==> src/rtl/ecs_pkg.sv <==
// elevator call scheduler package: state codes, command codes, scan codes,
// controller/datapath interface structs and reset constants; no dependencies
package ecs_pkg;

    localparam int DEF_NUM_FLOORS      = 5;
    localparam int CMD_W               = 2;
    localparam int FLOOR_W             = 3;
    localparam int TICKS_W             = 16;
    localparam int DRIVE_W             = 2;
    localparam int APB_AW              = 3;
    localparam int APB_DW              = 32;
    localparam logic [TICKS_W-1:0] DEF_TICKS_PER_FLOOR = 16'd30;

    // request / tick codes on the command field
    typedef enum logic [CMD_W-1:0] {
        CMD_CAR_CALL  = 2'd0,
        CMD_HALL_UP   = 2'd1,
        CMD_HALL_DOWN = 2'd2,
        CMD_TICK      = 2'd3
    } t_cmd;

    // motor drive codes
    typedef enum logic [DRIVE_W-1:0] {
        DRIVE_IDLE = 2'd0,
        DRIVE_UP   = 2'd1,
        DRIVE_DOWN = 2'd2
    } t_drive;

    // register indexes
    typedef enum logic [0:0] {
        REG_TICKS_PER_FLOOR = 1'b0
    } t_reg_idx;

    // operations of the shared floor scan unit
    typedef enum logic [1:0] {
        SCAN_UP     = 2'd0,
        SCAN_DOWN   = 2'd1,
        PICK_ABOVE  = 2'd2,
        PICK_BELOW  = 2'd3
    } t_scan_op;

    typedef enum logic [3:0] {
        S_IDLE,
        S_APPLY,
        S_SCAN_UP,
        S_SCAN_DN,
        S_PICK_ABOVE,
        S_PICK_BELOW,
        S_RESCAN_UP,
        S_RESCAN_DN,
        S_DECIDE,
        S_DONE
    } t_state;

    typedef struct packed {
        logic     capture;
        logic     apply;
        logic     scan_en;
        t_scan_op scan_op;
        logic     decide;
    } t_dp_cmd;

    typedef struct packed {
        logic moving;
    } t_dp_status;

endpackage

==> src/rtl/ecs_ctrl.sv <==
// ecs sequencer: steps an item through apply, scans and, for a standing car, decision
// depends on ecs_pkg
module ecs_ctrl (
    input  logic               i_clk,
    input  logic               i_rst_n,
    input  logic               start,
    input  ecs_pkg::t_dp_status i_status,
    output ecs_pkg::t_dp_cmd   o_cmd,
    output logic               busy,
    output logic               o_valid
);

    ecs_pkg::t_state r_state;
    ecs_pkg::t_state n_state;

    always_ff @(posedge i_clk) begin
        if (!i_rst_n) begin
            r_state <= ecs_pkg::S_IDLE;
        end else begin
            r_state <= n_state;
        end
    end

    always_comb begin
        n_state = r_state;
        case (r_state)
            ecs_pkg::S_IDLE:       if (start) n_state = ecs_pkg::S_APPLY;
            ecs_pkg::S_APPLY:      n_state = ecs_pkg::S_SCAN_UP;
            ecs_pkg::S_SCAN_UP:    n_state = ecs_pkg::S_SCAN_DN;
            ecs_pkg::S_SCAN_DN:    n_state = ecs_pkg::S_PICK_ABOVE;
            ecs_pkg::S_PICK_ABOVE: n_state = ecs_pkg::S_PICK_BELOW;
            ecs_pkg::S_PICK_BELOW: begin
                // a moving car keeps its first scan results
                n_state = i_status.moving ? ecs_pkg::S_DONE : ecs_pkg::S_RESCAN_UP;
            end
            ecs_pkg::S_RESCAN_UP:  n_state = ecs_pkg::S_RESCAN_DN;
            ecs_pkg::S_RESCAN_DN:  n_state = ecs_pkg::S_DECIDE;
            ecs_pkg::S_DECIDE:     n_state = ecs_pkg::S_DONE;
            ecs_pkg::S_DONE:       n_state = ecs_pkg::S_IDLE;
            default:               n_state = ecs_pkg::S_IDLE;
        endcase
    end

    always_comb begin
        o_cmd         = '0;
        o_cmd.scan_op = ecs_pkg::SCAN_UP;
        busy          = 1'b1;
        o_valid       = 1'b0;
        case (r_state)
            ecs_pkg::S_IDLE: begin
                busy          = 1'b0;
                o_cmd.capture = start;
            end
            ecs_pkg::S_APPLY:      o_cmd.apply = 1'b1;
            ecs_pkg::S_SCAN_UP,
            ecs_pkg::S_RESCAN_UP: begin
                o_cmd.scan_en = 1'b1;
                o_cmd.scan_op = ecs_pkg::SCAN_UP;
            end
            ecs_pkg::S_SCAN_DN,
            ecs_pkg::S_RESCAN_DN: begin
                o_cmd.scan_en = 1'b1;
                o_cmd.scan_op = ecs_pkg::SCAN_DOWN;
            end
            ecs_pkg::S_PICK_ABOVE: begin
                o_cmd.scan_en = 1'b1;
                o_cmd.scan_op = ecs_pkg::PICK_ABOVE;
            end
            ecs_pkg::S_PICK_BELOW: begin
                o_cmd.scan_en = 1'b1;
                o_cmd.scan_op = ecs_pkg::PICK_BELOW;
            end
            ecs_pkg::S_DECIDE:     o_cmd.decide = 1'b1;
            ecs_pkg::S_DONE:       o_valid = 1'b1;
            default:               busy = 1'b1;
        endcase
    end

endmodule

==> src/rtl/ecs_datapath.sv <==
// elevator call scheduler datapath: call marks, car position, travel timer
// and the shared floor scan unit; depends on ecs_pkg
module ecs_datapath #(
    parameter int NUM_FLOORS = ecs_pkg::DEF_NUM_FLOORS
) (
    input  logic                          i_clk,
    input  logic                          i_rst_n,
    input  ecs_pkg::t_dp_cmd              i_cmd,
    output ecs_pkg::t_dp_status           o_status,
    input  logic [ecs_pkg::CMD_W-1:0]     i_command,
    input  logic [ecs_pkg::FLOOR_W-1:0]   i_floor,
    input  logic [ecs_pkg::TICKS_W-1:0]   i_ticks_per_floor,
    output logic [ecs_pkg::FLOOR_W-1:0]   o_car_floor,
    output logic [ecs_pkg::DRIVE_W-1:0]   o_motor_drive,
    output logic                          o_arrived_served,
    output logic                          o_calls_above,
    output logic                          o_calls_below
);

    localparam int FW = $clog2(NUM_FLOORS);
    localparam int TW = ecs_pkg::TICKS_W;

    logic [NUM_FLOORS-1:0] r_car, n_car;
    logic [NUM_FLOORS-1:0] r_up, n_up;
    logic [NUM_FLOORS-1:0] r_dn, n_dn;
    logic [FW-1:0]         r_floor, n_floor;
    logic                  r_heading_up, n_heading_up;
    logic                  r_moving, n_moving;
    logic [TW-1:0]         r_ticks, n_ticks;
    logic                  r_served, n_served;
    logic                  r_above, n_above;
    logic                  r_below, n_below;
    logic [ecs_pkg::CMD_W-1:0]   r_cmd;
    logic [ecs_pkg::FLOOR_W-1:0] r_req_floor;

    logic                  w_req_ok;
    logic [FW-1:0]         w_req_idx;
    logic [TW:0]           w_tick_sum;
    logic                  w_arrive;
    logic [FW-1:0]         w_stop_floor;

    // scan unit
    logic [NUM_FLOORS-1:0] w_above_m, w_below_m, w_atbelow_m;
    logic [NUM_FLOORS-1:0] w_cand;
    logic                  w_low_first;
    logic                  w_hit;
    logic [FW-1:0]         w_idx;

    always_ff @(posedge i_clk) begin
        if (!i_rst_n) begin
            r_car        <= '0;
            r_up         <= '0;
            r_dn         <= '0;
            r_floor      <= '0;
            r_heading_up <= 1'b1;
            r_moving     <= 1'b0;
            r_ticks      <= '0;
            r_served     <= 1'b0;
            r_above      <= 1'b0;
            r_below      <= 1'b0;
        end else begin
            r_car        <= n_car;
            r_up         <= n_up;
            r_dn         <= n_dn;
            r_floor      <= n_floor;
            r_heading_up <= n_heading_up;
            r_moving     <= n_moving;
            r_ticks      <= n_ticks;
            r_served     <= n_served;
            r_above      <= n_above;
            r_below      <= n_below;
        end
    end

    always_ff @(posedge i_clk) begin
        if (i_cmd.capture) begin
            r_cmd       <= i_command;
            r_req_floor <= i_floor;
        end
    end

    assign w_req_ok   = int'(r_req_floor) < NUM_FLOORS;
    assign w_req_idx  = FW'(r_req_floor);
    assign w_tick_sum = {1'b0, r_ticks} + (TW+1)'(1);
    assign w_arrive   = w_tick_sum >= {1'b0, i_ticks_per_floor};

    // next floor with saturation at both ends
    always_comb begin
        w_stop_floor = r_floor;
        if (r_heading_up) begin
            if (int'(r_floor) < NUM_FLOORS - 1) w_stop_floor = r_floor + FW'(1);
        end else begin
            if (r_floor != '0) w_stop_floor = r_floor - FW'(1);
        end
    end

    always_comb begin
        for (int f = 0; f < NUM_FLOORS; f++) begin
            w_above_m[f]   = f > int'(r_floor);
            w_below_m[f]   = f < int'(r_floor);
            w_atbelow_m[f] = f <= int'(r_floor);
        end
        case (i_cmd.scan_op)
            ecs_pkg::SCAN_UP: begin
                w_cand      = (r_car | r_up) & w_above_m;
                w_low_first = 1'b1;
            end
            ecs_pkg::SCAN_DOWN: begin
                w_cand      = (r_car | r_dn) & w_below_m;
                w_low_first = 1'b0;
            end
            ecs_pkg::PICK_ABOVE: begin
                w_cand      = r_dn & w_above_m;
                w_low_first = 1'b1;
            end
            ecs_pkg::PICK_BELOW: begin
                w_cand      = r_up & w_atbelow_m;
                w_low_first = 1'b0;
            end
            default: begin
                w_cand      = '0;
                w_low_first = 1'b1;
            end
        endcase
        // nearest marked floor in the scan direction
        w_idx = '0;
        if (w_low_first) begin
            for (int f = NUM_FLOORS - 1; f >= 0; f--) begin
                if (w_cand[f]) w_idx = FW'(f);
            end
        end else begin
            for (int f = 0; f < NUM_FLOORS; f++) begin
                if (w_cand[f]) w_idx = FW'(f);
            end
        end
        w_hit = |w_cand;
    end

    always_comb begin
        n_car        = r_car;
        n_up         = r_up;
        n_dn         = r_dn;
        n_floor      = r_floor;
        n_heading_up = r_heading_up;
        n_moving     = r_moving;
        n_ticks      = r_ticks;
        n_served     = r_served;
        n_above      = r_above;
        n_below      = r_below;

        if (i_cmd.apply) begin
            n_served = 1'b0;
            if (r_cmd == ecs_pkg::CMD_TICK) begin
                if (r_moving) begin
                    n_ticks = w_tick_sum[TW-1:0];
                    if (w_arrive) begin
                        n_ticks  = '0;
                        n_moving = 1'b0;
                        n_floor  = w_stop_floor;
                        if (r_car[w_stop_floor]) begin
                            n_served               = 1'b1;
                            n_car[w_stop_floor]    = 1'b0;
                            n_up[w_stop_floor]     = 1'b0;
                            n_dn[w_stop_floor]     = 1'b0;
                        end
                    end
                end
            end else if (w_req_ok) begin
                case (r_cmd)
                    ecs_pkg::CMD_CAR_CALL: begin
                        if (w_req_idx != r_floor) n_car[w_req_idx] = 1'b1;
                    end
                    ecs_pkg::CMD_HALL_UP:   n_up[w_req_idx] = 1'b1;
                    default:                n_dn[w_req_idx] = 1'b1;
                endcase
            end
        end

        if (i_cmd.scan_en) begin
            if (w_hit) n_car[w_idx] = 1'b1;
            if (i_cmd.scan_op == ecs_pkg::SCAN_UP)   n_above = w_hit;
            if (i_cmd.scan_op == ecs_pkg::SCAN_DOWN) n_below = w_hit;
        end

        if (i_cmd.decide && !r_moving) begin
            if (r_heading_up ? (r_above || r_below) : (r_above || r_below)) begin
                n_moving     = 1'b1;
                n_ticks      = '0;
                n_heading_up = r_heading_up ? r_above : !r_below;
            end
        end
    end

    assign o_status.moving  = r_moving;
    assign o_car_floor      = ecs_pkg::FLOOR_W'(r_floor);
    assign o_motor_drive    = !r_moving     ? ecs_pkg::DRIVE_IDLE :
                              r_heading_up  ? ecs_pkg::DRIVE_UP : ecs_pkg::DRIVE_DOWN;
    assign o_arrived_served = r_served;
    assign o_calls_above    = r_above;
    assign o_calls_below    = r_below;

endmodule

==> src/rtl/elevator_call_scheduler_core.sv <==
// elevator call scheduler top level: apb register, sequencer and datapath
// depends on ecs_pkg, ecs_ctrl, ecs_datapath
//
// usage:
//  - an item (command, floor) is taken at a clock edge with start high and busy low;
//    command is a car call, hall up call, hall down call or a timer tick
//  - each item gives exactly one result on o_car_floor, o_motor_drive,
//    o_arrived_served, o_calls_above and o_calls_below, shown for one cycle
//    with o_valid high; the receiver cannot stall, so nothing is held back
//  - per item: one apply step, four scans on the shared scan unit, and, when the
//    car stands, two rescans plus a decision step, then one result cycle;
//    busy drops after the result cycle, and only then is the next item taken,
//    so items never overlap
//  - the scan unit (one priority search over the floor marks a cycle) sets the pace
//  - ticks_per_floor sits at byte address 0 of the apb port; write it only
//    while busy is low; pready is always high and reads return the value
//  - reset (synchronous, active low) clears all calls, parks the car at floor 0
//    heading up and stopped, and loads ticks_per_floor with 30
module elevator_call_scheduler_core #(
    parameter int NUM_FLOORS = ecs_pkg::DEF_NUM_FLOORS
) (
    input  logic                          i_clk,
    input  logic                          i_rst_n,
    // item channel
    input  logic                          start,
    output logic                          busy,
    input  logic [ecs_pkg::CMD_W-1:0]     i_command,
    input  logic [ecs_pkg::FLOOR_W-1:0]   i_floor,
    // result channel
    output logic                          o_valid,
    output logic [ecs_pkg::FLOOR_W-1:0]   o_car_floor,
    output logic [ecs_pkg::DRIVE_W-1:0]   o_motor_drive,
    output logic                          o_arrived_served,
    output logic                          o_calls_above,
    output logic                          o_calls_below,
    // configuration port
    input  logic                          psel,
    input  logic                          penable,
    input  logic                          pwrite,
    input  logic [ecs_pkg::APB_AW-1:0]    paddr,
    input  logic [ecs_pkg::APB_DW-1:0]    pwdata,
    output logic [ecs_pkg::APB_DW-1:0]    prdata,
    output logic                          pready
);

    logic [ecs_pkg::TICKS_W-1:0] r_ticks_per_floor;
    ecs_pkg::t_reg_idx           w_reg_idx;
    logic                        w_cfg_wr;
    ecs_pkg::t_dp_cmd            w_cmd;
    ecs_pkg::t_dp_status         w_status;

    // register index is the word address
    assign w_reg_idx = ecs_pkg::t_reg_idx'(paddr[2]);
    assign pready    = 1'b1;
    assign w_cfg_wr  = psel && penable && pwrite && pready;

    always_ff @(posedge i_clk) begin
        if (!i_rst_n) begin
            r_ticks_per_floor <= ecs_pkg::DEF_TICKS_PER_FLOOR;
        end else if (w_cfg_wr && w_reg_idx == ecs_pkg::REG_TICKS_PER_FLOOR) begin
            r_ticks_per_floor <= pwdata[ecs_pkg::TICKS_W-1:0];
        end
    end

    // unused word address reads as zero
    always_comb begin
        prdata = '0;
        if (w_reg_idx == ecs_pkg::REG_TICKS_PER_FLOOR) begin
            prdata = ecs_pkg::APB_DW'(r_ticks_per_floor);
        end
    end

    // item sequencer
    ecs_ctrl u_ctrl (
        .i_clk    (i_clk),
        .i_rst_n  (i_rst_n),
        .start    (start),
        .i_status (w_status),
        .o_cmd    (w_cmd),
        .busy     (busy),
        .o_valid  (o_valid)
    );

    // call marks, car state and scan unit
    ecs_datapath #(
        .NUM_FLOORS (NUM_FLOORS)
    ) u_datapath (
        .i_clk             (i_clk),
        .i_rst_n           (i_rst_n),
        .i_cmd             (w_cmd),
        .o_status          (w_status),
        .i_command         (i_command),
        .i_floor           (i_floor),
        .i_ticks_per_floor (r_ticks_per_floor),
        .o_car_floor       (o_car_floor),
        .o_motor_drive     (o_motor_drive),
        .o_arrived_served  (o_arrived_served),
        .o_calls_above     (o_calls_above),
        .o_calls_below     (o_calls_below)
    );

`ifndef NO_ASSERTIONS
    // an accepted item keeps the block busy in the next cycle
    a_accept_busy: assert property (@(posedge i_clk) disable iff (!i_rst_n)
        (start && !busy) |=> busy)
        else $error("accepted item did not raise busy");

    // the result cycle is the last busy cycle
    a_valid_release: assert property (@(posedge i_clk) disable iff (!i_rst_n)
        o_valid |=> !busy)
        else $error("busy still high after result");

    // a result is only shown while an item is in flight
    a_valid_busy: assert property (@(posedge i_clk) disable iff (!i_rst_n)
        o_valid |-> busy)
        else $error("result strobe outside an item");

    // car stays within the building and never reports an undefined drive
    a_floor_range: assert property (@(posedge i_clk) disable iff (!i_rst_n)
        o_valid |-> (int'(o_car_floor) < NUM_FLOORS && o_motor_drive != 2'd3))
        else $error("car floor or motor drive out of range");
`endif

endmodule

==> config.mk <==
export PLATFORM = sky130hd
export DESIGN_NAME = elevator_call_scheduler_core
export DESIGN_NICKNAME = d
export VERILOG_FILES = /design/src/rtl/ecs_pkg.sv /design/src/rtl/ecs_ctrl.sv /design/src/rtl/ecs_datapath.sv /design/src/rtl/elevator_call_scheduler_core.sv
export SDC_FILE = /design/constraint.sdc
export NUM_CORES = 1
export LEC_CHECK = 0
export CELL_PAD_IN_SITES_DETAIL_PLACEMENT = 1
export CELL_PAD_IN_SITES_GLOBAL_PLACEMENT = 1
export CORE_ASPECT_RATIO = 1.2
export CORE_MARGIN = 1
export CORE_UTILIZATION = 46
export CTS_CLUSTER_SIZE = 30
export DETAILED_ROUTE_END_ITERATION = 7
export DONT_BUFFER_PORTS = 1
export MAX_ROUTING_LAYER = met4
export PLACE_DENSITY = 0.86
export SLEW_MARGIN = 5
export SYNTH_ARGS = -nofsm -noshare
export SYNTH_HDL_FRONTEND = slang
export SYNTH_SLANG_ARGS = --single-unit
==> constraint.sdc <==
create_clock -name i_clk -period 4.6 [get_ports i_clk]
set_input_delay 0.69 -clock i_clk [delete_from_list [all_inputs] [get_ports i_clk]]
set_output_delay 0.69 -clock i_clk [all_outputs]
set_load 0.005 [all_outputs]
==> run metrics <==
RSZ-0062 raised after global routing=false; clock tree from TritonCTS=built; first-pass GRT wire length=20,200 µm; number of buffers created by CTS=9; cell count after synthesis=577; router iterations before antenna repair=4; post-CTS setup repair buffer count=0; number of distinct standard cells referenced by the synthesized netlist=70; Fmax=245.0 MHz; final core area utilization=0.4882; power per cell area=262.0 nW/µm²; number of warnings reported in the yosys synthesis log=0; Worst Hold Class=primary input to register; residual DRC count=0; detailed-route via count=4,127; synthesized area=4347 µm²; clk_skew=0.01031 ns; overall fraction of global-route tracks in use=0.2700; Num Clock Sinks=64; highest net fanout along the worst path=14; met1 wire length=5043 µm; final period utilization=0.8873; dominant combinational cell family by area after synthesis=simple AND/OR/NAND/NOR gates; number of filler instances in the final layout=1,196; adder-cell share of the synthesized area=0.06333; simple logic cell fraction of the synthesized area=0.2867; sequential share of the synthesized area=0.3063; CTS clock-pin slew for the worst setup and hold paths=0.07 ns; Cells on Worst Hold Path=0; buffers from clock root to sink, at most=2; number of storage elements in the synthesis netlist=64; Routed WL=12,660 µm; Buffers on Ports=0; final period demand of the worst path=4.082 ns; via count of the first global-routing pass=4,199; hpwl dp=9263 µm; area of the die=9843 µm²; signed area change from the synthesized netlist to the final layout=2.533%; antenna viol nets, final=0; final count of negative-setup-slack endpoints=0; starting density of the core=0.4762; Met2 Wirelength=6618 µm; endpoint class of the critical path=register; reported leakage power=1.646 nW; area fraction in compound gates after synthesis=0.2130; mean cell area of the mapped netlist=7.533 µm²; antenna cell count=0; number of endpoints with negative hold slack in the final report=0; number of nets in the layout=622; end point of the most critical hold path=u_datapath.r_cmd[0]; setup_tns=0 ns; grt total ovfl=0; worst-skew pair later-pin latency=0.35 ns; worst setup path category=register to register; pin count of the biggest net entering global routing=29; Slew @ Worst Pin=0.8574 ns; worst voltage drop across the vdd grid=193.0 µV; Clock H-tree levels=3; maxcap violations=0; reg2reg setup slack=0.52 ns; number of synthesized flops with an enable pin=5; xor/xnor share of the synthesized area=0.03425; critical path data arrival time=4.28 ns; fraction of registers with async set or reset after synthesis=0; hold_sp=i_command[0]; initial antenna violation count=0; standard-cell rows=38; Critical Path RT=4.80 ns; fraction of final layout cells sized beyond drive strength 1=0.05903; via density per instance=6.078; Max Used Layer=met4; result of the run=finished clean; FF-to-FF End=u_datapath.r_car[2]; number of ports placed on the die boundary=89; worst flop-to-flop path startpoint=u_datapath.r_ticks[0]; WL per Instance=18.65 µm; Clock Root Buffer=sky130_fd_sc_hd__clkbuf_8; total met3 wirelength after detailed routing=678 µm; Setup crit start kind=register; CTS-repair resized insts=0; top_reg_cell synth=sky130_fd_sc_hd__dfxtp_1; Worst Reg2Reg Path Length in Cells=12; multiplexer share of the synthesized area=0.007196; Horiz. Die Dim=90.74 µm; initial detailed-routing violation count=233; die height=108.5 µm; weighted congestion reported at the end of routability-driven placement=0.9427; Core Footprint=9129 µm²; final count of pins violating max slew=0; relative slew slack=0.4276; hold buffer count at CTS=0
-- cell type report --
class / instances / area (µm²) / share of cell area
Multi-Input combinational cell: 449 / 2691 / 0.6039
Sequential cell: 64 / 1331 / 0.2987
Clock buffer: 16 / 160.2 / 0.03593
Tap cell: 120 / 150.1 / 0.03369
Inverter: 27 / 101.3 / 0.02274
Timing Repair Buffer: 3 / 22.52 / 0.005053
-- stage by stage --
step                worst slack [ns]  total power, W  hold slack, ns  std cells  cell area (µm²)
floorplan                      1.361       0.0007282          0.4319        592             4403
global placement              0.8113       0.0007384          0.4399        663             4297
detailed placement            0.6100       0.0007457          0.4468        663             4297
CTS                           0.5491        0.001170          0.4201        679             4457
global route                  0.2290        0.001210          0.4100        679             4457
finish                        0.5185        0.001168          0.4266        679             4457
-- registers in the layout, summed over array words and instances (netlist names) --
name                         flops
u_datapath.r_heading_up          1
u_datapath.o_status              1
u_datapath.o_arrived_served      1
u_datapath.o_calls_above         1
u_datapath.r_up                  5
u_datapath.r_ticks              16
r_ticks_per_floor               16
u_ctrl.r_state                   4
u_datapath.o_car_floor           3
u_datapath.r_cmd                 2
u_datapath.r_dn                  5
u_datapath.o_calls_below         1
u_datapath.r_req_floor           3
u_datapath.r_car                 5
-- synthesized netlist by cell type (all sizes together), types with 3 or more instances --
master / count / area [µm²]
nand3b: 9 / 67.56
nor2: 61 / 239.0
o21ai: 24 / 120.1
xor2: 6 / 52.55
dfxtp: 59 / 1181
a31oi: 4 / 25.02
o22ai: 3 / 18.77
or3: 6 / 42.54
nor3: 13 / 65.06
nor4: 5 / 37.53
or2: 9 / 56.31
and4: 4 / 35.03
nand4: 3 / 18.77
a21o: 3 / 22.52
edfxtp: 5 / 150.1
ha: 22 / 275.3
buf: 30 / 196.4
nor2b: 10 / 62.56
nand2b: 7 / 43.79
a21boi: 3 / 22.52
and3: 5 / 31.28
xnor2: 11 / 96.34
nand2: 79 / 296.5
a211oi: 6 / 45.04
inv: 27 / 101.4
a311oi: 5 / 43.79
o21a: 5 / 37.54
o211ai: 16 / 120.1
and2: 3 / 18.77
nand4b: 3 / 26.28
clkbuf: 22 / 82.58
a21oi: 46 / 230.2
nand3: 26 / 130.1
-- how the worst max path moves through the flow --
stage,from,end,slack [ns],cells past startpoint
6_report,u_datapath.r_ticks[0],u_datapath.r_car[2],0.52,12
5_1_grt,u_datapath.r_ticks[0],u_datapath.r_dn[1],0.23,13
4_1_cts,u_datapath.r_ticks[0],u_datapath.r_dn[1],0.55,13
3_5_place_dp,u_datapath.r_ticks[0],u_datapath.r_dn[1],0.61,13
3_3_place_gp,u_datapath.r_ticks[0],u_datapath.r_ticks[9],0.81,15
2_1_floorplan,u_datapath.r_ticks[0],u_datapath.o_car_floor[2],1.36,16
-- power by group --
| part | switching [W] | internal [W] | total, W |
|---|---|---|---|
| registers | 0.0000344 | 0.000585 | 0.000620 |
| logic | 0.0000720 | 0.0000450 | 0.000117 |
| clock network | 0.000218 | 0.000212 | 0.000431 |
-- placed cells by master (no fill, tap or decap), drive strengths merged, types with 3 or more instances in the layout --
| cell | synthesis | layout |
|---|---|---|
| o21a | 5 | 5 |
| or2 | 9 | 9 |
| nand3 | 26 | 26 |
| o22ai | 3 | 3 |
| nand2b | 7 | 7 |
| ha | 22 | 22 |
| nor4 | 5 | 5 |
| clkbuf | 22 | 16 |
| a21boi | 3 | 3 |
| conb | 2 | 17 |
| dfxtp | 59 | 59 |
| o211ai | 16 | 16 |
| a31oi | 4 | 4 |
| a211oi | 6 | 6 |
| nand4b | 3 | 3 |
| nor3 | 13 | 13 |
| xnor2 | 11 | 11 |
| nand2 | 79 | 79 |
| or3 | 6 | 6 |
| a21oi | 46 | 46 |
| nand3b | 9 | 9 |
| o21ai | 24 | 24 |
| nand4 | 3 | 3 |
| inv | 27 | 27 |
| a21o | 3 | 3 |
| nor2 | 61 | 61 |
| and4 | 4 | 4 |
| nor2b | 10 | 10 |
| buf | 30 | 3 |
| a311oi | 5 | 5 |
| and3 | 5 | 5 |
| and2 | 3 | 3 |
| xor2 | 6 | 6 |
| edfxtp | 5 | 5 |
-- cells by family (layout without fill, tap and decap cells) --
group           Yosys count  in the layout
compound gates          139            139
xor+xnor                 17             17
fa+ha+maj                22             22
buf+inv                  79             46
flops                    64             64
mux                       3              3
other cells               2             17
simple gates            251            251
-- critical path, cell delays in order (launching register included) --
cell                       delay (ns)
sky130_fd_sc_hd__dfxtp_1         0.40
sky130_fd_sc_hd__and3_1          0.31
sky130_fd_sc_hd__nand2_1         0.12
sky130_fd_sc_hd__nor3_1          0.62
sky130_fd_sc_hd__nand3_1         0.19
sky130_fd_sc_hd__xnor2_1         0.20
sky130_fd_sc_hd__ha_1            0.31
sky130_fd_sc_hd__nand3_1         0.10
sky130_fd_sc_hd__nor3_1          0.30
sky130_fd_sc_hd__a311oi_1        0.16
sky130_fd_sc_hd__and4_1          0.41
sky130_fd_sc_hd__nor4_1          0.63
sky130_fd_sc_hd__o221ai_1        0.17
-- layer usage --
layer	track usage	up-vias
li1	-	1947
met1	0.2799	2037
met2	0.4892	115
met3	0.06048	28
met4	0.1198	0
met5	-	-
(Power assumes the default switching activity.)
